<file path="src/qpt_pkg.sv">
// Shared types, widths and constants of the quaternion point transform.
package qpt_pkg;

   // Field and datapath widths
   localparam int COORD_W = 32;
   localparam int QUAT_W  = 32;
   localparam int B_W     = COORD_W + 1;       // point plus mount offset
   localparam int R1_W    = B_W + 1;           // rounded product of b and q
   localparam int T_W     = R1_W + 2;          // t = 2 * (difference)
   localparam int R2_W    = T_W;               // rounded product of t and q
   localparam int C_W     = R2_W + 1;          // cross product term
   localparam int BP_W    = B_W + 1;           // b plus position
   localparam int SUM_W   = C_W + 1;           // full world sum
   localparam int PH_W    = T_W - 16 + QUAT_W; // high partial product
   localparam int PL_W    = 17 + QUAT_W;       // low partial product
   localparam int FULL_W  = PH_W + 16;         // recombined product

   localparam int CSR_IDX_W  = 2;
   localparam int QUEUE_DEPTH = 4;

   // Register indexes
   localparam logic [CSR_IDX_W-1:0] CSR_MOUNT_OFFSET_X = 2'd0;
   localparam logic [CSR_IDX_W-1:0] CSR_MOUNT_OFFSET_Y = 2'd1;
   localparam logic [CSR_IDX_W-1:0] CSR_MOUNT_OFFSET_Z = 2'd2;

   // Item modes
   localparam logic MODE_POSE  = 1'b0;
   localparam logic MODE_POINT = 1'b1;

   // Constants in fixed point
   localparam logic signed [COORD_W-1:0] MOUNT_OFFSET_Z_RESET = 32'sd10486; // 0.16 m
   localparam logic signed [QUAT_W-1:0]  QUAT_ONE     = 32'sh4000_0000;   // 1.0 in Q1.30
   localparam logic signed [QUAT_W-1:0]  QUAT_NEG_ONE = 32'shC000_0000;   // -1.0 in Q1.30
   localparam logic signed [COORD_W-1:0] COORD_MAX    = 32'sh7FFF_FFFF;
   localparam logic signed [COORD_W-1:0] COORD_MIN    = 32'sh8000_0000;

   // Input beat
   typedef struct packed {
      logic                      mode;
      logic signed [COORD_W-1:0] coord_x;
      logic signed [COORD_W-1:0] coord_y;
      logic signed [COORD_W-1:0] coord_z;
      logic signed [QUAT_W-1:0]  rot_w;
      logic signed [QUAT_W-1:0]  rot_x;
      logic signed [QUAT_W-1:0]  rot_y;
      logic signed [QUAT_W-1:0]  rot_z;
   } req_type;

   // Result beat
   typedef struct packed {
      logic signed [COORD_W-1:0] world_x;
      logic signed [COORD_W-1:0] world_y;
      logic signed [COORD_W-1:0] world_z;
      logic                      clipped;
   } rsp_type;

   // Classified item between front and back: point sum b, or pose position
   typedef struct packed {
      logic                     mode;
      logic signed [B_W-1:0]    vec_x;
      logic signed [B_W-1:0]    vec_y;
      logic signed [B_W-1:0]    vec_z;
      logic signed [QUAT_W-1:0] quat_w;
      logic signed [QUAT_W-1:0] quat_x;
      logic signed [QUAT_W-1:0] quat_y;
      logic signed [QUAT_W-1:0] quat_z;
   } entry_type;

endpackage

</file>
<file path="src/qpt_queue.sv">
// Short FIFO that decouples the classifying front from the arithmetic back.
module qpt_queue #(
   parameter int Depth = qpt_pkg::QUEUE_DEPTH
) (
   input  logic                clock,
   input  logic                reset,
   input  logic                push,
   input  qpt_pkg::entry_type  push_data,
   output logic                full,
   input  logic                pop,
   output qpt_pkg::entry_type  pop_data,
   output logic                empty
);

   localparam int PtrW   = $clog2(Depth);
   localparam int CountW = $clog2(Depth + 1);
   localparam logic [PtrW-1:0]   LastPtr  = PtrW'(Depth - 1);
   localparam logic [CountW-1:0] FullCount = CountW'(Depth);

   qpt_pkg::entry_type storage_ff [Depth];
   logic [PtrW-1:0]   wr_ptr_ff, wr_ptr_in;
   logic [PtrW-1:0]   rd_ptr_ff, rd_ptr_in;
   logic [CountW-1:0] count_ff, count_in;

   assign full     = (count_ff == FullCount);
   assign empty    = (count_ff == '0);
   assign pop_data = storage_ff[rd_ptr_ff];

   // Advance pointers with wrap, track fill level
   always_comb begin
      wr_ptr_in = wr_ptr_ff;
      rd_ptr_in = rd_ptr_ff;
      count_in  = count_ff;
      if (push) begin
         wr_ptr_in = (wr_ptr_ff == LastPtr) ? '0 : wr_ptr_ff + 1'b1;
      end
      if (pop) begin
         rd_ptr_in = (rd_ptr_ff == LastPtr) ? '0 : rd_ptr_ff + 1'b1;
      end
      case ({push, pop})
         2'b10:   count_in = count_ff + 1'b1;
         2'b01:   count_in = count_ff - 1'b1;
         default: count_in = count_ff;
      endcase
   end

   always_ff @(posedge clock) begin
      if (reset) begin
         wr_ptr_ff <= '0;
         rd_ptr_ff <= '0;
         count_ff  <= '0;
      end else begin
         wr_ptr_ff <= wr_ptr_in;
         rd_ptr_ff <= rd_ptr_in;
         count_ff  <= count_in;
      end
   end

   // Store entries
   always_ff @(posedge clock) begin
      if (push) begin
         storage_ff[wr_ptr_ff] <= push_data;
      end
   end

`ifndef SYNTHESIS
   a_count_bound: assert property (@(posedge clock) disable iff (reset)
      count_ff <= FullCount)
      else $error("queue fill level beyond depth");

   a_no_pop_empty: assert property (@(posedge clock) disable iff (reset)
      empty |-> !pop)
      else $error("pop from empty queue");

   a_push_grows: assert property (@(posedge clock) disable iff (reset)
      (push && !pop) |=> (count_ff == $past(count_ff) + 1'b1))
      else $error("push without pop did not grow the queue");

   a_head_holds: assert property (@(posedge clock) disable iff (reset)
      (!empty && !pop) |=> $stable(pop_data))
      else $error("queue head changed without a pop");
`endif

endmodule

</file>
<file path="config.mk">
export PLATFORM = sky130hd
export DESIGN_NAME = qpt_queue
export DESIGN_NICKNAME = d
export VERILOG_FILES = /design/src/qpt_pkg.sv /design/src/qpt_queue.sv
export SDC_FILE = /design/constraint.sdc
export NUM_CORES = 1
export LEC_CHECK = 0
export ABC_AREA = 1
export BUFFER_PORTS_ARGS = -buffer_cell sky130_fd_sc_hd__buf_2
export CAP_MARGIN = 20
export CORE_ASPECT_RATIO = 1.1
export CORE_MARGIN = 5
export CORE_UTILIZATION = 52
export CTS_CLUSTER_DIAMETER = 120
export CTS_CLUSTER_SIZE = 40
export DETAILED_ROUTE_END_ITERATION = 12
export GPL_TIMING_DRIVEN = 0
export PLACE_DENSITY_LB_ADDON = 0.12
export SETUP_SLACK_MARGIN = 0.05
export SYNTH_ARGS = -nofsm -noshare
export SYNTH_HDL_FRONTEND = slang
export SYNTH_SLANG_ARGS = --single-unit
</file>
<file path="constraint.sdc">
create_clock -name clock -period 5.9 [get_ports clock]
set_clock_uncertainty 0.2 [all_clocks]
set_input_delay 1.18 -clock clock [delete_from_list [all_inputs] [get_ports clock]]
set_output_delay 1.18 -clock clock [all_outputs]
set_load 0.05 [all_outputs]
</file>
Word level (Yosys, flattened, before mapping)
Memories as Yosys holds them, arrays and structs flattened. A register that Yosys moved wholly into a read port is not among the register bits. Index checks and enable logic that the tools add are counted.

Memories: 1. Input bits: 232. Flip-flop bits (word level): 7. Word-level logic and storage cells: 22. Bits in writable memories: 912.

Memories: storage_ff (words 4, bits a word 228, rd ports 1, clocked after memory_dff 1, write ports 1, line qpt_queue.sv:20) `qpt_pkg::entry_type storage_ff [Depth];`.

Equal/unequal tests: 5. Reductions and logical operators: 2. Multiplexer cells: 7. Add/sub/neg operators: 4.

Operators with widths (number): two-way mux 2 bit (4); equality test 2 bit, second input constant (3); case mux 3 bit (2 select lines) (1); adder 2 x 1 -> 2 bit, second input constant (2); adder 3 x 1 -> 3 bit, second input constant (1); equality test 3 bit, second input constant (1); zero test 3 bit (1); subtractor 3 x 1 -> 3 bit, second input constant (1); equality test 2 x 1 -> 1 bit, second input constant (1); two-way mux 1 bit (2); nonzero test 2 bit (1).

Depth between registers and ports, before layout
Gate-level depths: netlist of the first run.

Word-level depth: 4. Gate-level depth with buffers: 10. Depth with buffers taken out: 10.

Worst setup path before layout of the first run
OpenSTA, ideal clock, no wires.

Path kind: input port to flip-flop. From: input push. To: memory storage_ff[3][0] in the netlist's numbering, enable pin. Setup slack: -0.472 ns. Setup time: 0.579 ns. Data arrival time: 5.593 ns. Cell stages on the path: 2. Cells stage by stage: nand2_1 -> inv_1.

Word-level cells in the longest chain between the ends: 2.

Ends and longest elaborated chain: start, declared (line qpt_queue.sv:7) `input logic push,`; two-way mux 1 bit (line qpt_queue.sv:61) `if (push) begin`; two-way mux 1 bit (implied by the code) (line qpt_queue.sv:62) `storage_ff[wr_ptr_ff] <= push_data;`; end, declared (line qpt_queue.sv:20).

No other way between the ends.

==> impl_metrics.env, run 1 <==
export IMPL_worst_skew_pair_late_latency_ns=0.62
export IMPL_hold_viol_final=0
export IMPL_cts_tree="built"
export IMPL_area_growth_pct=14.1
export IMPL_cp_slowest_stage_delay_ns=0.47
export IMPL_yosysWarnings=0
export IMPL_grt_use_total_pct=24.1
export IMPL_dieWidth_um=254
export IMPL_max_freq_mhz=242
export IMPL_critPathKind="reg -> out"
export IMPL_cap_viol_max_count=0
export IMPL_fin_crit_sh_pct=70.1
export IMPL_ys_seq_elements=921
export IMPL_finalPower_mw=12.4
export IMPL_cts_resized_gates=0
export IMPL_cp_end_kind="output port"
export IMPL_hpwl_mm=59.1
export IMPL_final_cell_mix="edfxtp_1, buf_2, nor2_1"
export IMPL_required_ns=4.52
export IMPL_critPathMostFrequentCell="buf_2"
export IMPL_cts_hold_buf=0
export IMPL_worst_slack_ns=1.76
export IMPL_grt_setup_unrepaired="false"
export IMPL_grt_pass1_wl_mm=130
export IMPL_io_pins=462
export IMPL_ctsRootBufferMaster="clkbuf_16"
export IMPL_drt_iter0_markers=1751
export IMPL_path_cells="buf_2, clkbuf_1, o21ai_0, o22ai_1, buf_2"
export IMPL_postCtsSetupBuffers=0
export IMPL_drt_pass1_iterations=5
export IMPL_slew_viol_final=0
export IMPL_core_area_um2=65000
export IMPL_drive_gt1_share_pct=21.7
export IMPL_syn_inst=2265
export IMPL_hold_slack_ns=0.364
export IMPL_power_per_cell_area_nw_per_um2=319
export IMPL_vias_per_cell=5.76
export IMPL_grt_pass1_vias=20722
export IMPL_grt_antenna_before_repair=28
export IMPL_drc=0
export IMPL_crit_slowest_cell="clkbuf_1"
export IMPL_final_common_cell="edfxtp_1"
export IMPL_cts_sinks=921
export IMPL_ys_types=21
export IMPL_ys_seq_area_share_pct=80.8
export IMPL_fillers=4994
export IMPL_globalplace_congestion=0.779
export IMPL_crit_arrival_ns=2.76
export IMPL_period_needed_ns=4.14
export IMPL_avgSynthCellArea_um2=15.1
export IMPL_finalCoreUtilization_pct=59.9
export IMPL_finalNetCount=3025
export IMPL_p_leak_nw=13.3
export IMPL_overflow=0
export IMPL_syn_area_um2=34100
export IMPL_hp_class="reg -> reg"
export IMPL_synthesis_nets=2504
export IMPL_peakVddDrop_mv=0.282
export IMPL_postRouteAntennaNets=0
export IMPL_crit_family="buffers and inverters"
export IMPL_via_count=21108
export IMPL_placementRows=98
export IMPL_grt_max_degree=42
export IMPL_cp_start_kind="flop"
export IMPL_die_h_um=279
export IMPL_setup_viol=0
export IMPL_start_util_pct=52.5
export IMPL_maxSlewHeadroom_pct=36.3
export IMPL_cts_buffer_depth=3
export IMPL_drt_total_wl_mm=89.0
export IMPL_outcome="finished, final reports clean"
export IMPL_dieArea_um2=70800
export IMPL_crit_buf_inv=3
export IMPL_cts_htree_levels=1
export IMPL_final_area_um2=38900
export IMPL_port_buffers=461
export IMPL_critPathMaxFanout=10
export IMPL_clkTransAtPathRegs_ns=0.14
export IMPL_cts_buffers=27
export IMPL_place_area_um2=38100
export IMPL_dp_slack_ns=2.29
export IMPL_detail_route_wl_per_cell_um=24.3
export IMPL_max_slew_worst_pin_slew_ns=0.953
kinds of logic (layout without fill, tap and decap cells):
family / Yosys count / in the layout / share of synthesized area, %
AOI/OAI and AO/OA: 693 / 693 / 11.0
adders and majority gates: 7 / 7 / 0.279
buffers and inverters: 169 / 699 / 2.61
DFF: 921 / 921 / 80.8
other: 0 / 20 / 0
and+or+nand+nor: 475 / 475 / 5.25
tightest hold or removal path, delay by kind of cell, from the launching register on:
kind | cells | cell delay [ns]
flops | 1 | 0.35
buf+inv | 1 | 0.11
compound gates | 1 | 0.08
power by group:
part / total [mW] / switching (mW) / internal (mW)
logic: 2.28 / 1.77 / 0.504
clock network: 2.60 / 1.73 / 0.868
registers: 7.53 / 0.0571 / 7.47
total: 12.4 / 3.56 / 8.84
cells in the mapped netlist:
cell type | n | area share [%]
fa_1 | 1 | 0.059
buf_8 | 1 | 0.044
o21ai_0 | 390 | 5.7
buf_6 | 17 | 0.56
nand2_1 | 8 | 0.088
edfxtp_1 | 912 | 80
o22ai_1 | 228 | 4.2
nor3_1 | 4 | 0.059
nor2_1 | 461 | 5.1
clkbuf_2 | 4 | 0.059
ha_1 | 6 | 0.22
a21oi_1 | 5 | 0.073
nand4_1 | 1 | 0.018
clkbuf_1 | 69 | 0.76
buf_4 | 13 | 0.29
buf_2 | 47 | 0.69
dfxtp_1 | 9 | 0.53
inv_1 | 17 | 0.19
o21ai_1 | 70 | 1.0
inv_6 | 1 | 0.026
nand3_1 | 1 | 0.015
flip-flops by register name, indices dropped and copies added (netlist names), named ones only:
register,count
count_ff,3
wr_ptr_ff,2
storage_ff,912
rd_ptr_ff,2
worst paths after layout:
kind	start	endpoint	slack (ns)	depth (start not counted)
hold reg to reg	count_ff[0]	count_ff[0]	0.36	2
setup / recovery	flop	pop_data[113]	1.76	5
hold / removal	count_ff[0]	count_ff[0]	0.36	2
setup reg to reg	wr_ptr_ff[0]	storage_ff[3][126]	3.04	6
layout make-up:
class                   count  area (um2)  area share [%]
flip-flops and latches    921       27600            70.9
multi-input cells        1175        5640            14.5
repair buffers            492        2930            7.53
well taps                 850        1060            2.73
plain buffers             151         818            2.10
clock buffers              37         713            1.83
inverters                  18        87.6           0.225
diodes                     20        50.0           0.129
clock inverters             1        30.0          0.0772
routing by layer:
metal | up-vias | track usage [%] | share of wire, %
met1 | 10611 | 33.2 | 40
met2 | 770 | 40.3 | 50
met5 | - | 0 | 0.17
li1 | 9601 | - | -
met3 | 104 | 5.19 | 8.1
met4 | 22 | 5.10 | 2.1
through the flow:
step / std cells / setup TNS (ns)
CTS: 3645 / 0
global placement: 3576 / -2340.00
floorplan: 2265 / 0
detailed placement: 3607 / 0
finish: 3665 / 0
global route: 3656 / 0
No activity file was read; power rests on OpenSTA's default activity.
==> inputs of run 2 (changes only) <==
--- a/config.mk
+++ b/config.mk
@@ -10,7 +10,7 @@
 export CAP_MARGIN = 20
 export CORE_ASPECT_RATIO = 1.1
 export CORE_MARGIN = 5
-export CORE_UTILIZATION = 52
+export CORE_UTILIZATION = 57
 export CTS_CLUSTER_DIAMETER = 120
 export CTS_CLUSTER_SIZE = 40
 export DETAILED_ROUTE_END_ITERATION = 12
==> constraint.sdc (replaced) <==
create_clock -name clock -period 4.3 [get_ports clock]
set_clock_uncertainty 0.2 [all_clocks]
set_input_delay 0.86 -clock clock [delete_from_list [all_inputs] [get_ports clock]]
set_output_delay 0.86 -clock clock [all_outputs]
set_load 0.05 [all_outputs]
==> run 2 against run 1 <==
  * First-iteration DRC count is 3.8% higher
  * Final cell count is 2.2% lower
  * Register-to-register slack worse by 1.5 ns
  * Combinational power is 37% higher
  * Sequential cell count stayed put
  * Clock power is 38% higher
  * Via count is 1.4% higher
  * Core utilization is 5.4 points higher
  * Worst hold slack worse by 0.16 ns
  * Largest cell class unchanged
  * Highest routed layer unchanged
==> impl_metrics.env, run 2 (synthesis results as in run 1) <==
export IMPL_final_area_um2=38800
export IMPL_hpwl_mm=58.4
export IMPL_die_h_um=267
export IMPL_drt_total_wl_mm=88.6
export IMPL_placementRows=94
export IMPL_worst_skew_pair_late_latency_ns=0.62
export IMPL_drive_gt1_share_pct=21.8
export IMPL_final_cell_mix="edfxtp_1, buf_2, nor2_1"
export IMPL_finalCoreUtilization_pct=65.3
export IMPL_cp_end_kind="output port"
export IMPL_globalplace_congestion=0.806
export IMPL_postRouteAntennaNets=0
export IMPL_cap_viol_max_count=0
export IMPL_port_buffers=461
export IMPL_grt_pass1_wl_mm=129
export IMPL_maxUsedRoutingLayer="met5"
export IMPL_grt_antenna_before_repair=37
export IMPL_pwr_share_seq_pct=60.6
export IMPL_ctsRootBufferMaster="clkbuf_16"
export IMPL_cts_sinks=921
export IMPL_critPathMaxFanout=10
export IMPL_period_needed_ns=3.85
export IMPL_p_int_mw=12.1
export IMPL_slew_viol_final=0
export IMPL_hold_viol_final=0
export IMPL_drc=0
export IMPL_met2_length_mm=44.2
export IMPL_worst_slack_ns=0.454
export IMPL_crit_arrival_ns=2.79
export IMPL_final_common_cell="edfxtp_1"
export IMPL_drt_pass1_iterations=5
export IMPL_r2r_cells=7
export IMPL_clockPowerShare_pct=21.0
export IMPL_drt_iter0_markers=1818
export IMPL_p_leak_nw=13.3
export IMPL_fin_crit_sh_pct=89.4
export IMPL_min_path_cells=2
export IMPL_cts_htree_levels=1
export IMPL_placed_cells=3524
export IMPL_cts_tree="built"
export IMPL_hp_class="in -> reg"
export IMPL_setup_viol=0
export IMPL_power_per_cell_area_nw_per_um2=439
export IMPL_cts_resized_gates=0
export IMPL_p_sw_mw=4.91
export IMPL_cts_hold_buf=0
export IMPL_area_growth_pct=13.9
export IMPL_finalNetCount=3024
export IMPL_cts_buffers=27
export IMPL_cp_start_kind="flop"
export IMPL_peakVddDrop_mv=0.425
export IMPL_top_register="storage_ff"
export IMPL_detail_route_wl_per_cell_um=24.7
export IMPL_io_pins=462
export IMPL_grt_pass1_vias=21127
export IMPL_critPathKind="reg -> out"
export IMPL_hold_slack_ns=0.202
export IMPL_postCtsSetupBuffers=0
export IMPL_largest_reg_flops=912
export IMPL_dp_slack_ns=1.13
export IMPL_vias_per_cell=5.97
export IMPL_overflow=0
export IMPL_max_slew_worst_pin_slew_ns=0.704
export IMPL_clkTransAtPathRegs_ns=0.13
export IMPL_reg_top3="storage_ff x912, count_ff x3"
export IMPL_place_area_um2=38000
export IMPL_fin_cells=3585
export IMPL_maxSlewHeadroom_pct=53.0
export IMPL_grt_setup_unrepaired="false"
export IMPL_grt_use_total_pct=26.0
export IMPL_outcome="finished, final reports clean"
export IMPL_required_ns=3.24
export IMPL_wl_met1_mm=33.5
export IMPL_p_comb_share_pct=18.4
export IMPL_start_util_pct=57.3
export IMPL_max_freq_mhz=260
export IMPL_cts_buffer_depth=3
export IMPL_swShare_pct=28.8
export IMPL_grt_max_degree=42
export IMPL_core_area_um2=59500
export IMPL_via_count=21412
export IMPL_wl_met3_mm=8.28
export IMPL_dieArea_um2=64800
export IMPL_dieWidth_um=243
run 2: worst paths after layout:
| check | start | end | slack, ns |
|---|---|---|---|
| max | flop | pop_data[60] | 0.45 |
| max reg2reg | wr_ptr_ff[0] | storage_ff[2][155] | 1.55 |
| min | reset | wr_ptr_ff[0] | 0.20 |
| min reg2reg | wr_ptr_ff[1] | wr_ptr_ff[1] | 0.36 |
run 2: layout make-up:
type,count,area (um2)
plain buffers,151,818
clock inverters,1,30.0
clock buffers,37,713
diodes,23,57.6
flip-flops and latches,921,27600
repair buffers,491,2910
well taps,768,961
fillers,4321,20700
multi-input cells,1175,5710
inverters,18,87.6
run 2: worst max-delay path: stages, from the launching register on:
cell and delay (ns):
dfxtp_1 0.35, buf_6 0.17, buf_4 0.29, clkbuf_1 0.44, o21ai_0 0.19, o22ai_1 0.36, buf_2 0.34
run 2: metal layers:
metal | GRT usage, % | up-vias
met1 | 34.6 | 10762
met3 | 6.52 | 145
met4 | 6.55 | 26
met2 | 43.9 | 879
li1 | - | 9600
met5 | 0 | -
run 2: power by group through the flow:
stage	Combinational, mW	Sequential, mW	Clock (mW)
after floorplan	2.03	10.6	0
after global placement	3.02	10.6	0
after detailed placement	3.14	10.5	0
after CTS	3.14	10.3	3.66
after global routing	3.30	10.4	3.97
final	3.13	10.3	3.59
run 2: metrics by stage:
step	setup TNS [ns]	power, mW
2_1_floorplan	-531.81	12.6
3_3_place_gp	-3497.70	13.6
3_5_place_dp	0	13.7
4_1_cts	0	17.1
5_1_grt	0	17.6
6_report	0	17.0
