==> src/qpt_pkg.sv <==
// Shared types, widths and constants of the quaternion point transform.
package qpt_pkg;

   // Field and datapath widths
   localparam int COORD_W = 32;
   localparam int QUAT_W  = 32;
   localparam int B_W     = COORD_W + 1;       // point plus mount offset
   localparam int R1_W    = B_W + 1;           // rounded product of b and q
   localparam int T_W     = R1_W + 2;          // t = 2 * (difference)
   localparam int R2_W    = T_W;               // rounded product of t and q
   localparam int C_W     = R2_W + 1;          // cross product term
   localparam int BP_W    = B_W + 1;           // b plus position
   localparam int SUM_W   = C_W + 1;           // full world sum
   localparam int PH_W    = T_W - 16 + QUAT_W; // high partial product
   localparam int PL_W    = 17 + QUAT_W;       // low partial product
   localparam int FULL_W  = PH_W + 16;         // recombined product

   localparam int CSR_IDX_W  = 2;
   localparam int QUEUE_DEPTH = 4;

   // Register indexes
   localparam logic [CSR_IDX_W-1:0] CSR_MOUNT_OFFSET_X = 2'd0;
   localparam logic [CSR_IDX_W-1:0] CSR_MOUNT_OFFSET_Y = 2'd1;
   localparam logic [CSR_IDX_W-1:0] CSR_MOUNT_OFFSET_Z = 2'd2;

   // Item modes
   localparam logic MODE_POSE  = 1'b0;
   localparam logic MODE_POINT = 1'b1;

   // Constants in fixed point
   localparam logic signed [COORD_W-1:0] MOUNT_OFFSET_Z_RESET = 32'sd10486; // 0.16 m
   localparam logic signed [QUAT_W-1:0]  QUAT_ONE     = 32'sh4000_0000;   // 1.0 in Q1.30
   localparam logic signed [QUAT_W-1:0]  QUAT_NEG_ONE = 32'shC000_0000;   // -1.0 in Q1.30
   localparam logic signed [COORD_W-1:0] COORD_MAX    = 32'sh7FFF_FFFF;
   localparam logic signed [COORD_W-1:0] COORD_MIN    = 32'sh8000_0000;

   // Input beat
   typedef struct packed {
      logic                      mode;
      logic signed [COORD_W-1:0] coord_x;
      logic signed [COORD_W-1:0] coord_y;
      logic signed [COORD_W-1:0] coord_z;
      logic signed [QUAT_W-1:0]  rot_w;
      logic signed [QUAT_W-1:0]  rot_x;
      logic signed [QUAT_W-1:0]  rot_y;
      logic signed [QUAT_W-1:0]  rot_z;
   } req_type;

   // Result beat
   typedef struct packed {
      logic signed [COORD_W-1:0] world_x;
      logic signed [COORD_W-1:0] world_y;
      logic signed [COORD_W-1:0] world_z;
      logic                      clipped;
   } rsp_type;

   // Classified item between front and back: point sum b, or pose position
   typedef struct packed {
      logic                     mode;
      logic signed [B_W-1:0]    vec_x;
      logic signed [B_W-1:0]    vec_y;
      logic signed [B_W-1:0]    vec_z;
      logic signed [QUAT_W-1:0] quat_w;
      logic signed [QUAT_W-1:0] quat_x;
      logic signed [QUAT_W-1:0] quat_y;
      logic signed [QUAT_W-1:0] quat_z;
   } entry_type;

endpackage

==> src/qpt_if.sv <==
// Valid/ready channel interfaces for input and result beats.
interface qpt_req_if;
   logic              valid;
   logic              ready;
   qpt_pkg::req_type  data;

   modport source (output valid, output data, input ready);
   modport sink   (input valid, input data, output ready);
endinterface


==> src/qpt_front.sv <==
// Front end: accepts beats, holds mount offsets, adds them, clamps quaternions.
module qpt_front (
   input  logic                              clock,
   input  logic                              reset,
   qpt_req_if.sink                           req_bus,
   input  logic                              csr_wr_en,
   input  logic [qpt_pkg::CSR_IDX_W-1:0]     csr_index,
   input  logic [qpt_pkg::COORD_W-1:0]       csr_wr_data,
   input  logic                              q_full,
   output logic                              push,
   output qpt_pkg::entry_type                push_data
);

   logic signed [qpt_pkg::COORD_W-1:0] offset_x_ff, offset_x_in;
   logic signed [qpt_pkg::COORD_W-1:0] offset_y_ff, offset_y_in;
   logic signed [qpt_pkg::COORD_W-1:0] offset_z_ff, offset_z_in;
   logic                               pose_valid_ff, pose_valid_in;
   logic                               accept;
   logic                               is_pose;

   function automatic logic signed [qpt_pkg::QUAT_W-1:0] clamp_quat(
      input logic signed [qpt_pkg::QUAT_W-1:0] v);
      logic signed [qpt_pkg::QUAT_W-1:0] r;
      r = v;
      if (v > qpt_pkg::QUAT_ONE) begin
         r = qpt_pkg::QUAT_ONE;
      end else if (v < qpt_pkg::QUAT_NEG_ONE) begin
         r = qpt_pkg::QUAT_NEG_ONE;
      end
      return r;
   endfunction

   function automatic logic signed [qpt_pkg::B_W-1:0] add_offset(
      input logic signed [qpt_pkg::COORD_W-1:0] c,
      input logic signed [qpt_pkg::COORD_W-1:0] o,
      input logic                               use_offset);
      logic signed [qpt_pkg::B_W-1:0] r;
      r = qpt_pkg::B_W'(c);
      if (use_offset) begin
         r = qpt_pkg::B_W'(c) + qpt_pkg::B_W'(o);
      end
      return r;
   endfunction

   assign req_bus.ready = !q_full;
   assign accept        = req_bus.valid && req_bus.ready;
   assign is_pose       = (req_bus.data.mode == qpt_pkg::MODE_POSE);

   // Classify: keep poses, drop points until a pose has arrived
   always_comb begin
      push                = accept && (is_pose || pose_valid_ff);
      pose_valid_in       = pose_valid_ff || (accept && is_pose);
      push_data.mode      = req_bus.data.mode;
      push_data.vec_x     = add_offset(req_bus.data.coord_x, offset_x_ff, !is_pose);
      push_data.vec_y     = add_offset(req_bus.data.coord_y, offset_y_ff, !is_pose);
      push_data.vec_z     = add_offset(req_bus.data.coord_z, offset_z_ff, !is_pose);
      push_data.quat_w    = clamp_quat(req_bus.data.rot_w);
      push_data.quat_x    = clamp_quat(req_bus.data.rot_x);
      push_data.quat_y    = clamp_quat(req_bus.data.rot_y);
      push_data.quat_z    = clamp_quat(req_bus.data.rot_z);
   end

   // Decode register writes; unknown index is dropped
   always_comb begin
      offset_x_in = offset_x_ff;
      offset_y_in = offset_y_ff;
      offset_z_in = offset_z_ff;
      if (csr_wr_en) begin
         case (csr_index)
            qpt_pkg::CSR_MOUNT_OFFSET_X: offset_x_in = csr_wr_data;
            qpt_pkg::CSR_MOUNT_OFFSET_Y: offset_y_in = csr_wr_data;
            qpt_pkg::CSR_MOUNT_OFFSET_Z: offset_z_in = csr_wr_data;
            default: ;
         endcase
      end
   end

   always_ff @(posedge clock) begin
      if (reset) begin
         offset_x_ff   <= '0;
         offset_y_ff   <= '0;
         offset_z_ff   <= qpt_pkg::MOUNT_OFFSET_Z_RESET;
         pose_valid_ff <= 1'b0;
      end else begin
         offset_x_ff   <= offset_x_in;
         offset_y_ff   <= offset_y_in;
         offset_z_ff   <= offset_z_in;
         pose_valid_ff <= pose_valid_in;
      end
   end

endmodule

==> src/flat_wrapper.sv <==
// flat-port wrapper written by rule: the top's interface ports become plain ports
module qpt_front_flat 
  (clock, reset, csr_wr_en, csr_index, csr_wr_data, q_full, push, push_data, req_bus_valid, req_bus_data, req_bus_ready);
  qpt_req_if req_bus_i ();
  input  logic clock;
  input  logic reset;
  input  logic csr_wr_en;
  input  logic [qpt_pkg::CSR_IDX_W-1:0] csr_index;
  input  logic [qpt_pkg::COORD_W-1:0] csr_wr_data;
  input  logic q_full;
  output logic push;
  output qpt_pkg::entry_type push_data;
  input wire logic [$bits(req_bus_i.valid)-1:0] req_bus_valid;
  input wire logic [$bits(req_bus_i.data)-1:0] req_bus_data;
  output wire logic [$bits(req_bus_i.ready)-1:0] req_bus_ready;
  assign req_bus_i.valid = req_bus_valid;
  assign req_bus_i.data = req_bus_data;
  assign req_bus_ready = req_bus_i.ready;
  qpt_front u_core (.clock(clock), .reset(reset), .req_bus(req_bus_i), .csr_wr_en(csr_wr_en), .csr_index(csr_index), .csr_wr_data(csr_wr_data), .q_full(q_full), .push(push), .push_data(push_data));
endmodule
==> config.mk <==
export PLATFORM = sky130hd
export DESIGN_NAME = qpt_front_flat
export DESIGN_NICKNAME = d
export VERILOG_FILES = /design/src/qpt_pkg.sv /design/src/qpt_if.sv /design/src/qpt_front.sv /design/src/flat_wrapper.sv
export SDC_FILE = /design/constraint.sdc
export NUM_CORES = 1
export LEC_CHECK = 0
export BUFFER_PORTS_ARGS = -buffer_cell sky130_fd_sc_hd__buf_2
export CORE_AREA = 8 8 188 190
export DETAILED_ROUTE_END_ITERATION = 6
export DIE_AREA = 0 0 196 198
export PLACE_DENSITY = 0.66
export SYNTH_ARGS = -nofsm -noshare
export SYNTH_HDL_FRONTEND = slang
export SYNTH_SLANG_ARGS = --single-unit
==> constraint.sdc <==
create_clock -name clock -period 7.1 [get_ports clock]
set_clock_uncertainty 0.1 [all_clocks]
set_input_delay 1.42 -clock clock [delete_from_list [all_inputs] [get_ports clock]]
set_output_delay 1.42 -clock clock [all_outputs]
set_load 0.02 [all_outputs]
-- Yosys cells after proc, flatten, opt, wreduce, memory -nomap -nowiden
Index checks and enable logic that the tools add are counted.
Widths: inputs -> output; s select.
- register bits: 97
- input port bits: 264
- output and inout bits: 230
- word-level logic and storage cells: 39
- $add $sub $neg: 3
- magnitude comparators: 8
- equal/unequal tests: 2
- mux-type cells: 11
- bitwise gates (word level): 1
- reduce and logical (&&, ||, !) cells: 10
- operators by type and width (operator ; count):
    $mux 32 ; 8
    $gt 32x32->1 const B ; 4
    $lt 32x31->1 const B ; 4
    $add 32x32->33 ; 3
    $mux 33 ; 3
    $reduce_and 2->1 ; 3
    $logic_and 1x1->1 ; 3
    $eq 2x1->1 const B ; 1
    $eq 2x2->1 const B ; 1
    $logic_not 2->1 ; 1
    $logic_or 1x1->1 ; 2
    $logic_not 1->1 ; 1
    $not 1->1 ; 1

-- Longest topological paths before layout
Gate-level depths: netlist (run 1).
- depth in word-level cells: 4
- mapped depth: 10
- mapped depth without buffers: 10

-- Worst setup path before layout (run 1)
Ideal clock, no wire load.
- kind: in2out
- start: input port req_bus_data[192]
- end: output port push_data[226] (netlist name)
- arrival time: 3.929 ns
- required time: 5.580 ns
- slack: 1.651 ns
- stages: 10
- path buffers: 0
- path through: ha_1 fa_1 a21o_1 a221o_1 a211oi_1 o31ai_1 a31oi_1 or3b_2 a21oi_1 o221ai_1
- RTL lines (item ; RTL line ; RTL):
    start: declaration ; flat_wrapper.sv:14 ; input wire logic [$bits(req_bus_i.data)-1:0] req_bus_data;
    end: declaration ; flat_wrapper.sv:12 ; output qpt_pkg::entry_type push_data;

==> results of run 1 <==
==> routing by layer <==
metal | wire length (µm) | track usage | vias up
met5 | 54 | 0 | -
li1 | - | - | 6154
met1 | 19700 | 0.268 | 5832
met4 | 2150 | 0.108 | 8
met3 | 3070 | 0.0489 | 98
met2 | 22800 | 0.405 | 469
==> state kept, by name (all words and copies together), names as in the netlist <==
signal	count
u_core.offset_z_ff	32
u_core.offset_y_ff	32
u_core.offset_x_ff	32
u_core.pose_valid_ff	1
==> cells in the final DEF, fill, tap and decap left out, drive strengths merged, types with 12 or more instances in the layout <==
cell and n:
and2 127, o21ai 53, nand2 267, a21oi 190, buf 505, nor3 16
a31oi 18, nor4 32, mux2 70, o21bai 19, ha 96, inv 32
dfxtp 97, xor2 34, nand4 24, o21a 13, nor2 57, a21o 43
a211oi 12, xnor2 44, nand3 14
==> worst max-delay path: cells and delay by family <==
family	cells	cell delay (ns)
AO/OA/AOI/OAI	6	1.97
XOR/XNOR	1	0.17
adder cells (fa/ha/maj)	2	0.66
buffers and inverters	2	0.27
multiplexers	1	0.26
==> power by group <==
group | leakage, µW | internal, µW | switching, µW | total [µW]
logic | 0.00574 | 341 | 549 | 889
clock network | 0.000142 | 272 | 219 | 491
registers | 0.000789 | 563 | 13.5 | 577
==> final timing paths <==
check	from	end	slack, ns
worst max-delay path	req_bus_data[192]	push_data[222]	0.83
worst min-delay path	u_core.offset_y_ff[3]	u_core.offset_y_ff[3]	0.36
worst max register to register	u_core.pose_valid_ff	u_core.pose_valid_ff	6.21
worst min register to register	u_core.offset_y_ff[3]	u_core.offset_y_ff[3]	0.36
==> kinds of logic after synthesis <==
family / count (synthesis)
fa+ha+maj: 99
flops: 97
buf+inv: 108
xor+xnor: 78
mux: 72
simple gates: 592
compound gates: 418
==> layout make-up <==
cell class	count	area (µm²)
fillers	3398	18500
multi-input cells	1259	8270
repair buffers	505	2560
flip-flops and latches	97	1940
well taps	408	510
clock buffers	10	229
inverters	32	120
clock inverters	5	57.6
diodes	10	25.0
==> stage by stage <==
stage	utilization	hold slack (ns)	power, µW	instances	setup slack [ns]
after global placement	0.416	0.347	1470	2301	0.985
final	0.426	0.360	1960	2326	0.834
after detailed placement	0.416	0.353	1480	2301	0.885
after floorplan	-	0.340	1140	1464	1.65
after CTS	0.425	0.362	1970	2316	0.874
after global routing	0.426	0.374	2070	2325	0.516
==> key figures, run 1 <==
Detailed routing
  – First-iteration detailed-routing DRC count: 786
  – WL/cell: 20.6 µm
  – DRT Pass-1 Iters: 7
  – # DRC: 0
  – DR vias: 12600
  – Remaining antenna violation count after routing: 0
  – Total Routed Length: ~48 mm
  – Via-to-Cell Ratio: around 5.4

Placed design
  – Routability cong.: 0.956
  – Post-placement cell area: 13400 µm²
  – Port bufs: roughly 490
  – HPWL Detailed: 40.7 mm

GRT
  – GRT Total Usage: 0.231
  – Initial antenna violation count: 14
  – First-pass GRT wire length: 71.4 mm
  – Largest net degree at the start of global routing: 98
  – Vias in the first global route: 12500
  – GRT Residual Overflow: 0

Logic synthesis
  – Dominant cells by area after synthesis: dfxtp_1 (18%), ha_1 (11%), nand2_1 (9.4%)
  – Syn Inst Count: 1464
  – Largest family of logic cells by synthesized area: simple AND/OR/NAND/NOR gates
  – Commonest cells in the netlist: nand2_1 (267), a21oi_1 (190), and2_1 (127)
  – Synth Area in Compound Gates: 0.246
  – Synth Flop Type: dfxtp_1
  – Mapped Area: 10600 µm²
  – Post-synthesis adder-cell area fraction: 0.119
  – Avg Cell Area, Syn: around 7.3 µm²
  – Synth top area share: 0.183
  – Count leader, synth: nand2_1
  – Syn nets: 1827
  – Async S/R FF share, synth: 0
  – #FFs+latches synth: 97
  – Mux cell area share after synthesis: 0.0761
  – Sequential share of the synthesized area: 0.183
  – Post-synth EDFFs: 0
  – Yosys warnings: 0
  – Synth cell types: 68
  – Leading area contributor after synthesis: dfxtp_1
  – Synth Area in XOR/XNOR: 0.0643
  – Simple-gate share of the synthesized area: 0.272

Floorplan
  – Die span in x: 196 µm
  – Die ar.: about 39000 µm²
  – Core area: 32200 µm²
  – # IOs: 494
  – Initial Util: 0.330
  – Die H: 198 µm
  – FP Rows: 66

CTS
  – CTS max path bufs: 2
  – H-tree lvl count: 3
  – CTS root buffer: clkbuf_16
  – Num CTS Buffers: 9
  – Setup Buffers After CTS: 0
  – CTS tree: built
  – Clock sink count: 97
  – PostCTS Resize Cnt: 0
  – Clock slew at reported path FFs: 0.06 ns
  – Worst skew pair latency: 0.34 ns
  – Hold buffer count at cts: 0

Timing
  – Worst-Margin Slew: about 1.1 ns
  – RSZ-0062 raised after global routing: false
  – Max-slew headroom: 0.293
  – F_max: 160 MHz
  – Final setup viols: 0
  – Hold Fails Final Rpt: 0
  – Pins Over Slew Limit: 0
  – Setup TNS Final: 0 ns
  – Final period utilization: 0.883
  – Post-route minimum period: 6.27 ns

Hold path
  – Min-Delay Path Class: register to register
  – Worst Hold Depth: 2

Outcome
  – Outcome: completed

Setup path
  – Critical Path RT: 5.58 ns
  – Slowest CP cell: a31oi_1
  – CP startpoint kind: input port
  – Slowest cell delay on critical path: 0.54 ns
  – Worst reg2reg path depth: 3
  – Crit path max fanout: 5
  – Worst path cell trace: buf_2, ha_1, fa_1, a21o_1, a221o_1, a211oi_1, o31ai_1, a31oi_1, o21bai_1, xor2_1, mux2_2, buf_2
  – WP data arrival: 4.75 ns
  – Critical path capture point type: output pin
  – Most used cell, CP: buf_2
  – Critical path class: input port to output pin

Layout
  – # nets final: 2267
  – Area growth, synth to finish: 29.1%
  – Layout cells sized above 1: 0.318
  – Finished Cell Area: 13700 µm²

Run
  – Total of max-cap violations: 0

Power
  – VDD IR max: 0.000101 V
  – LEAKAGE: 0.00667 µW
  – Power Density: 143 nW/µm²
Power figures use the tool's default switching activity.
==> run 2, diff against run 1 <==
CORE_AREA = 8 8 185 187   (was 8 8 188 190)
DIE_AREA = 0 0 193 195   (was 0 0 196 198)
PLACE_DENSITY = 0.68   (was 0.66)
==> run 2 against run 1 <==
Effect of this change: fmax increased by 1.2%; first-iteration DRC count decreased by 22%; count of clock-buffer cells in the layout unchanged; clock power increased by 1%; non-clock buffer count decreased by 3; critical path depth unchanged; flip-flop and latch count unchanged; sequential share of layout area about the same; highest routed layer unchanged.
==> key figures, run 2 (synthesis gave the netlist of run 1 again) <==
Outcome
  – Outcome: completed

CTS
  – Hold buffer count at cts: 0 (unchanged)
  – CTS max path bufs: 2 (unchanged)
  – Setup Buffers After CTS: 0 (unchanged)
  – CTS tree: built
  – H-tree lvl count: 3 (unchanged)
  – Clock slew at reported path FFs: 0.07 ns (about the same)
  – CTS root buffer: clkbuf_16
  – PostCTS Resize Cnt: 0 (unchanged)
  – Clock sink count: 97 (unchanged)
  – Num CTS Buffers: 9 (unchanged)
  – Worst skew pair latency: 0.34 ns (about the same)

Setup path
  – Crit path max fanout: 5 (unchanged)
  – WP data arrival: 4.67 ns (-0.08 ns)
  – Critical path capture point type: output pin
  – RR Startpoint: u_core.pose_valid_ff
  – Worst reg2reg path endpoint: u_core.pose_valid_ff
  – Reg2reg setup slack: 6.18 ns (-0.03 ns)
  – Slowest CP cell: a31oi_1
  – Worst reg2reg path depth: 3 (unchanged)
  – Critical Path RT: 5.58 ns (about the same)
  – Critical path class: input port to output pin
  – Slowest cell delay on critical path: 0.53 ns (about the same)
  – Most used cell, CP: buf_2
  – Worst path cell trace: buf_2, ha_1, fa_1, a21o_1, a221o_1, a211oi_1, o31ai_1, a31oi_1, o21bai_1, xor2_1, mux2_2, buf_2
  – CP startpoint kind: input port

Detailed routing
  – # DRC: 0 (unchanged)
  – Via-to-Cell Ratio: 5.36 (-0.67%)
  – WL/cell: 21.4 µm (+3.8%)
  – First-iteration detailed-routing DRC count: 616 (-22%)
  – DRT Pass-1 Iters: 5 (-2)
  – Total Routed Length: 49.7 mm (+3.9%)
  – DR vias: 12500 (-0.63%)
  – Remaining antenna violation count after routing: 0 (unchanged)

GRT
  – GRT Residual Overflow: 0 (unchanged)
  – First-pass GRT wire length: 72.8 mm (+2.1%)
  – Initial antenna violation count: 25 (+11)
  – Largest net degree at the start of global routing: 98 (unchanged)
  – Vias in the first global route: 12500 (-0.60%)
  – GRT Total Usage: 0.248 (+0.0169)

Timing
  – Post-route minimum period: 6.19 ns (-0.0754 ns)
  – Max-slew headroom: 0.230 (-0.0632)
  – Final setup viols: 0 (unchanged)
  – Worst hold slack: 0.363 ns (+0.00314 ns)
  – Worst-Margin Slew: 1.13 ns (+0.0770 ns)
  – RSZ-0062 raised after global routing: false
  – Final period utilization: 0.872 (-0.0106)
  – Setup TNS Final: 0 ns (unchanged)
  – Pins Over Slew Limit: 0 (unchanged)
  – F_max: 162 MHz (+1.2%)
  – Hold Fails Final Rpt: 0 (unchanged)

Hold path
  – Hold Crit Endpoint: u_core.offset_z_ff[3]
  – HP Start: u_core.offset_z_ff[3]
  – Min-Delay Path Class: register to register
  – Worst Hold Depth: 2 (unchanged)

Floorplan
  – Die span in x: 193 µm (-1.5%)
  – Core area: 31200 µm² (-3.0%)
  – Initial Util: 0.340 (+0.0103)
  – Die ar.: 37600 µm² (-3.0%)
  – # IOs: 494 (unchanged)
  – FP Rows: 65 (-1.5%)
  – Die H: 195 µm (-1.5%)

Layout
  – Layout cells sized above 1: 0.318 (about the same)
  – Commonest non-fill, non-tap cells in the layout: buf_2 (492), nand2_1 (267), a21oi_1 (190), and2_1 (127), dfxtp_1 (97)
  – Area growth, synth to finish: 29.2% (about the same)
  – Final Util: 0.439 (+0.0136)
  – Commonest non-fill, non-tap cell in the layout: buf_2
  – Biggest registers after layout: u_core.offset_x_ff (32), u_core.offset_y_ff (32), u_core.offset_z_ff (32)
  – # nets final: 2264 (-0.13%)

Power
  – Power Density: 143 nW/µm² (+0.45%)
  – VDD IR max: 0.000106 V (+4.3%)
  – LEAKAGE: 0.00664 µW (-0.35%)
  – Total Power: 1970 µW (+0.53%)

Run
  – Total of max-cap violations: 0 (unchanged)

Placed design
  – Port bufs: 493 (unchanged)
  – Routability cong.: 0.967 (+1.2%)
  – HPWL Detailed: 43.0 mm (+5.6%)
[run 2: changes by cell type in the layout (fill, tap and decap cells not counted)]
| cell | delta |
|---|---|
| clkinvlp_4 | +2 |
| mux2i_1 | -2 |
| mux2i_2 | +2 |
| inv_8 | +1 |
| clkinv_2 | -2 |
| diode_2 | +10 |
| buf_4 | -3 |
| clkinv_4 | -1 |
[run 2: worst max-delay path by stage]
stage / from / cells past startpoint / to
2_1_floorplan: req_bus_data[192] / 10 / push_data[226]
3_3_place_gp: req_bus_data[192] / 12 / push_data[220]
3_5_place_dp: req_bus_data[192] / 12 / push_data[222]
4_1_cts: req_bus_data[192] / 12 / push_data[222]
5_1_grt: req_bus_data[192] / 12 / push_data[224]
6_report: req_bus_data[192] / 12 / push_data[222]
[run 2: layout make-up]
| cell class | instances | area, µm² |
|---|---|---|
| tap | 402 | 503 |
| timing repair buffer | 502 | 2540 |
| fill | 3312 | 17500 |
| clock buffer | 10 | 229 |
| clock inverter | 5 | 65.1 |
| sequential | 97 | 1940 |
| antenna | 20 | 50.0 |
| inverter | 32 | 120 |
| multi-input combinational | 1259 | 8280 |
[run 2: metal layers]
| metal | routed length (µm) | GRT usage | part of all wire | vias up |
|---|---|---|---|---|
| met4 | 1870 | 0.0969 | 0.038 | 10 |
| li1 | - | - | - | 6154 |
| met5 | 50 | 0 | 0.0010 | - |
| met2 | 24500 | 0.448 | 0.49 | 457 |
| met1 | 19800 | 0.279 | 0.40 | 5771 |
| met3 | 3550 | 0.0536 | 0.072 | 90 |
[run 2: through the flow]
| step | worst slack (ns) | cells | cell area (µm²) |
|---|---|---|---|
| after floorplan | 1.65 | 1464 | 10600 |
| after detailed placement | 0.904 | 2292 | 13400 |
| after global routing | 0.729 | 2322 | 13700 |
| final | 0.909 | 2327 | 13700 |
| after CTS | 0.898 | 2307 | 13700 |
| after global placement | 0.990 | 2292 | 13400 |
[run 2: critical path, delay by kind of cell]
family                     cells  cell delay, ns
xor gates and xnor gates       1            0.17
buffers and inverters          2            0.27
adders and majority gates      2            0.64
AOI/OAI and AO/OA              6            1.91
muxes                          1            0.26
[run 2: power by group]
part / switching [µW] / total (µW) / internal (µW)
Clock: 221 / 496 / 275
Combinational: 555 / 895 / 340
Sequential: 14.3 / 577 / 563
==> run 3, diff against run 2 <==
RECOVER_POWER = 100   (was not set)
==> run 3 against run 2 <==
Effect of this change: the run now ends with capacitance limit, slew limit left; sequential share of layout area increased by 0.22 points; die area did not move; non-clock buffer count unchanged; register-to-register slack worse by 0.14 ns; combinational power down 2.5%; core utilization down 0.66 points; fmax shrank 4.7%; critical path depth down 5; critical path type unchanged; critical endpoint is now push_data[193]; largest cell class unchanged; highest routed layer unchanged.
==> key figures, run 3 (synthesis gave the netlist of run 1 again) <==
Power
  – Sequential fraction of design power: 0.297 (+0.004)
  – Logic gate share of total power: 0.449 (-0.006)
  – Switch Pwr: 791 µW (+0.15%)
  – Clock group share of total power: 0.254 (+0.002)
  – Internal power: 1150 µW (-2.0%)
  – Switching share of power: 0.407 (+0.00533)
  – VDD IR max: 0.000106 V (about the same)
  – LEAKAGE: 0.00619 µW (-6.8%)
  – Power Density: 144 nW/µm² (+0.35%)

Setup path
  – Worst path cell trace: clkbuf_1, clkbuf_1, nand2_1, nor4_1, o21ai_0, o21ai_0, buf_2
  – WP data arrival: 4.97 ns (+0.30 ns)
  – Critical Path RT: 5.58 ns (about the same)
  – WP buf/inv: 3 (+1)
  – Slowest CP cell: clkbuf_1
  – Crit path max fanout: 44 (+39)
  – CP startpoint kind: input port
  – Critical path class: input port to output pin
  – CP top delay family: buffers and inverters
  – Slowest cell delay on critical path: 1.61 ns (+1.08 ns)
  – Critical path capture point type: output pin

Timing
  – Worst-Margin Slew: 4.27 ns (+3.14 ns)
  – Setup TNS Final: 0 ns (unchanged)
  – Max-slew headroom: -1.85 (-2.08)
  – Post-route minimum period: 6.49 ns (+0.302 ns)
  – Final setup viols: 0 (unchanged)
  – Hold Fails Final Rpt: 0 (unchanged)
  – RSZ-0062 raised after global routing: false
  – Final period utilization: 0.914 (+0.0426)
  – Pins Over Slew Limit: 205 (+205)
  – F_max: 154 MHz (-4.7%)

Detailed routing
  – First-iteration detailed-routing DRC count: 630 (+2.3%)
  – Via-to-Cell Ratio: 5.37 (about the same)
  – Met1 Wirelength: 19.9 mm (+0.90%)
  – DR WL met3: 3.52 mm (-0.93%)
  – Remaining antenna violation count after routing: 0 (unchanged)
  – Total Routed Length: 49.8 mm (+0.27%)
  – Uppermost routed layer: met5
  – Met2 wire length: 24.6 mm (+0.60%)
  – WL/cell: 21.4 µm (+0.27%)
  – DR vias: 12500 (+0.032%)
  – DRT Pass-1 Iters: 5 (unchanged)
  – # DRC: 0 (unchanged)

Placed design
  – Routability cong.: 0.967 (unchanged)
  – Port bufs: 493 (unchanged)
  – HPWL Detailed: 43.0 mm (unchanged)
  – Post-Place Cells: 2292 (unchanged)

GRT
  – GRT Total Usage: 0.248 (unchanged)
  – Largest net degree at the start of global routing: 98 (unchanged)
  – GRT Residual Overflow: 0 (unchanged)
  – First-pass GRT wire length: 72.8 mm (unchanged)
  – Vias in the first global route: 12500 (unchanged)
  – Initial antenna violation count: 25 (unchanged)

Layout
  – Fin cells: 2327 (unchanged)
  – Commonest non-fill, non-tap cells in the layout: buf_2 (368), nand2_1 (267), a21oi_1 (190), clkbuf_1 (129), dfxtp_1 (97)
  – Layout cells sized above 1: 0.244 (-0.0740)
  – # nets final: 2264 (unchanged)
  – Area growth, synth to finish: 27.2%
  – Commonest non-fill, non-tap cell in the layout: buf_2
  – Fillcell total: 3381 (+2.1%)
  – Biggest registers after layout: u_core.offset_x_ff (32), u_core.offset_y_ff (32), u_core.offset_z_ff (32)

CTS
  – CTS root buffer: clkbuf_16
  – Num CTS Buffers: 9 (unchanged)
  – H-tree lvl count: 3 (unchanged)
  – Hold buffer count at cts: 0 (unchanged)
  – CTS max path bufs: 2 (unchanged)
  – Clock slew at reported path FFs: 0.07 ns (about the same)
  – PostCTS Resize Cnt: 0 (unchanged)
  – CTS tree: built
  – Setup Buffers After CTS: 0 (unchanged)
  – Clock sink count: 97 (unchanged)
  – Worst skew pair latency: 0.34 ns (about the same)

Floorplan
  – # IOs: 494 (unchanged)
  – Initial Util: 0.340 (unchanged)
  – Die H: 195 µm (unchanged)
  – Core area: 31200 µm² (unchanged)
  – Die span in x: 193 µm (unchanged)
  – Die ar.: 37600 µm² (unchanged)
  – FP Rows: 65 (unchanged)

Hold path
  – Min-Delay Path Class: register to register

Outcome
  – Outcome: finished, violations left
  – Failing checks: capacitance limit, slew limit

Run
  – Total of max-cap violations: 4 (+4)
## run 3: cell types whose count changed in the layout (fill, tap and decap cells not counted), sizes merged
cell / before / now
clkbuf: 10 / 139
buf: 502 / 373
## run 3: final cells by class
class | instances | area [µm²] | area share
flip-flops and latches | 97 | 1940 | 0.144
clock buffers | 10 | 229 | 0.0169
inverters | 32 | 120 | 0.00889
well taps | 402 | 503 | 0.0372
diodes | 20 | 50.0 | 0.00370
repair buffers | 502 | 2360 | 0.175
clock inverters | 5 | 65.1 | 0.00481
multi-input cells | 1259 | 8240 | 0.610
## run 3: worst min-delay path, cell delays in order, from the launching register on
cell     delay (ns)
dfxtp_1        0.31
nand2_1        0.05
a21oi_1        0.05
## run 3: power by group through the flow
stage / logic (µW) / clock network [µW] / registers [µW]
after floorplan: 559 / 0 / 583
after global placement: 890 / 0 / 590
after detailed placement: 893 / 0 / 590
after CTS: 896 / 504 / 577
after global routing: 947 / 523 / 579
final: 873 / 494 / 577
## run 3: worst paths after layout
path                          startpoint                endpoint  slack (ns)  cells after the start
setup / recovery       req_bus_data[224]          push_data[193]        0.61                      7
hold / removal    u_core.offset_z_ff[28]  u_core.offset_z_ff[28]        0.36                      2
setup reg to reg    u_core.pose_valid_ff    u_core.pose_valid_ff        6.04                      3
hold reg to reg   u_core.offset_z_ff[28]  u_core.offset_z_ff[28]        0.36                      2
## run 3: routing by layer
layer / global-route usage / vias up
met5: 0 / -
met2: 0.448 / 461
met1: 0.279 / 5776
met3: 0.0536 / 83
met4: 0.0969 / 10
li1: - / 6156
## run 3: per-stage QoR
step	hold slack, ns	util	total power, µW	instance area [µm²]	worst slack, ns
floorplan	0.340	-	1140	10600	1.65
global placement	0.347	0.428	1480	13400	0.990
detailed placement	0.353	0.428	1480	13400	0.904
CTS	0.364	0.438	1980	13700	0.898
global route	0.380	0.432	2050	13500	0.392
finish	0.362	0.433	1940	13500	0.607
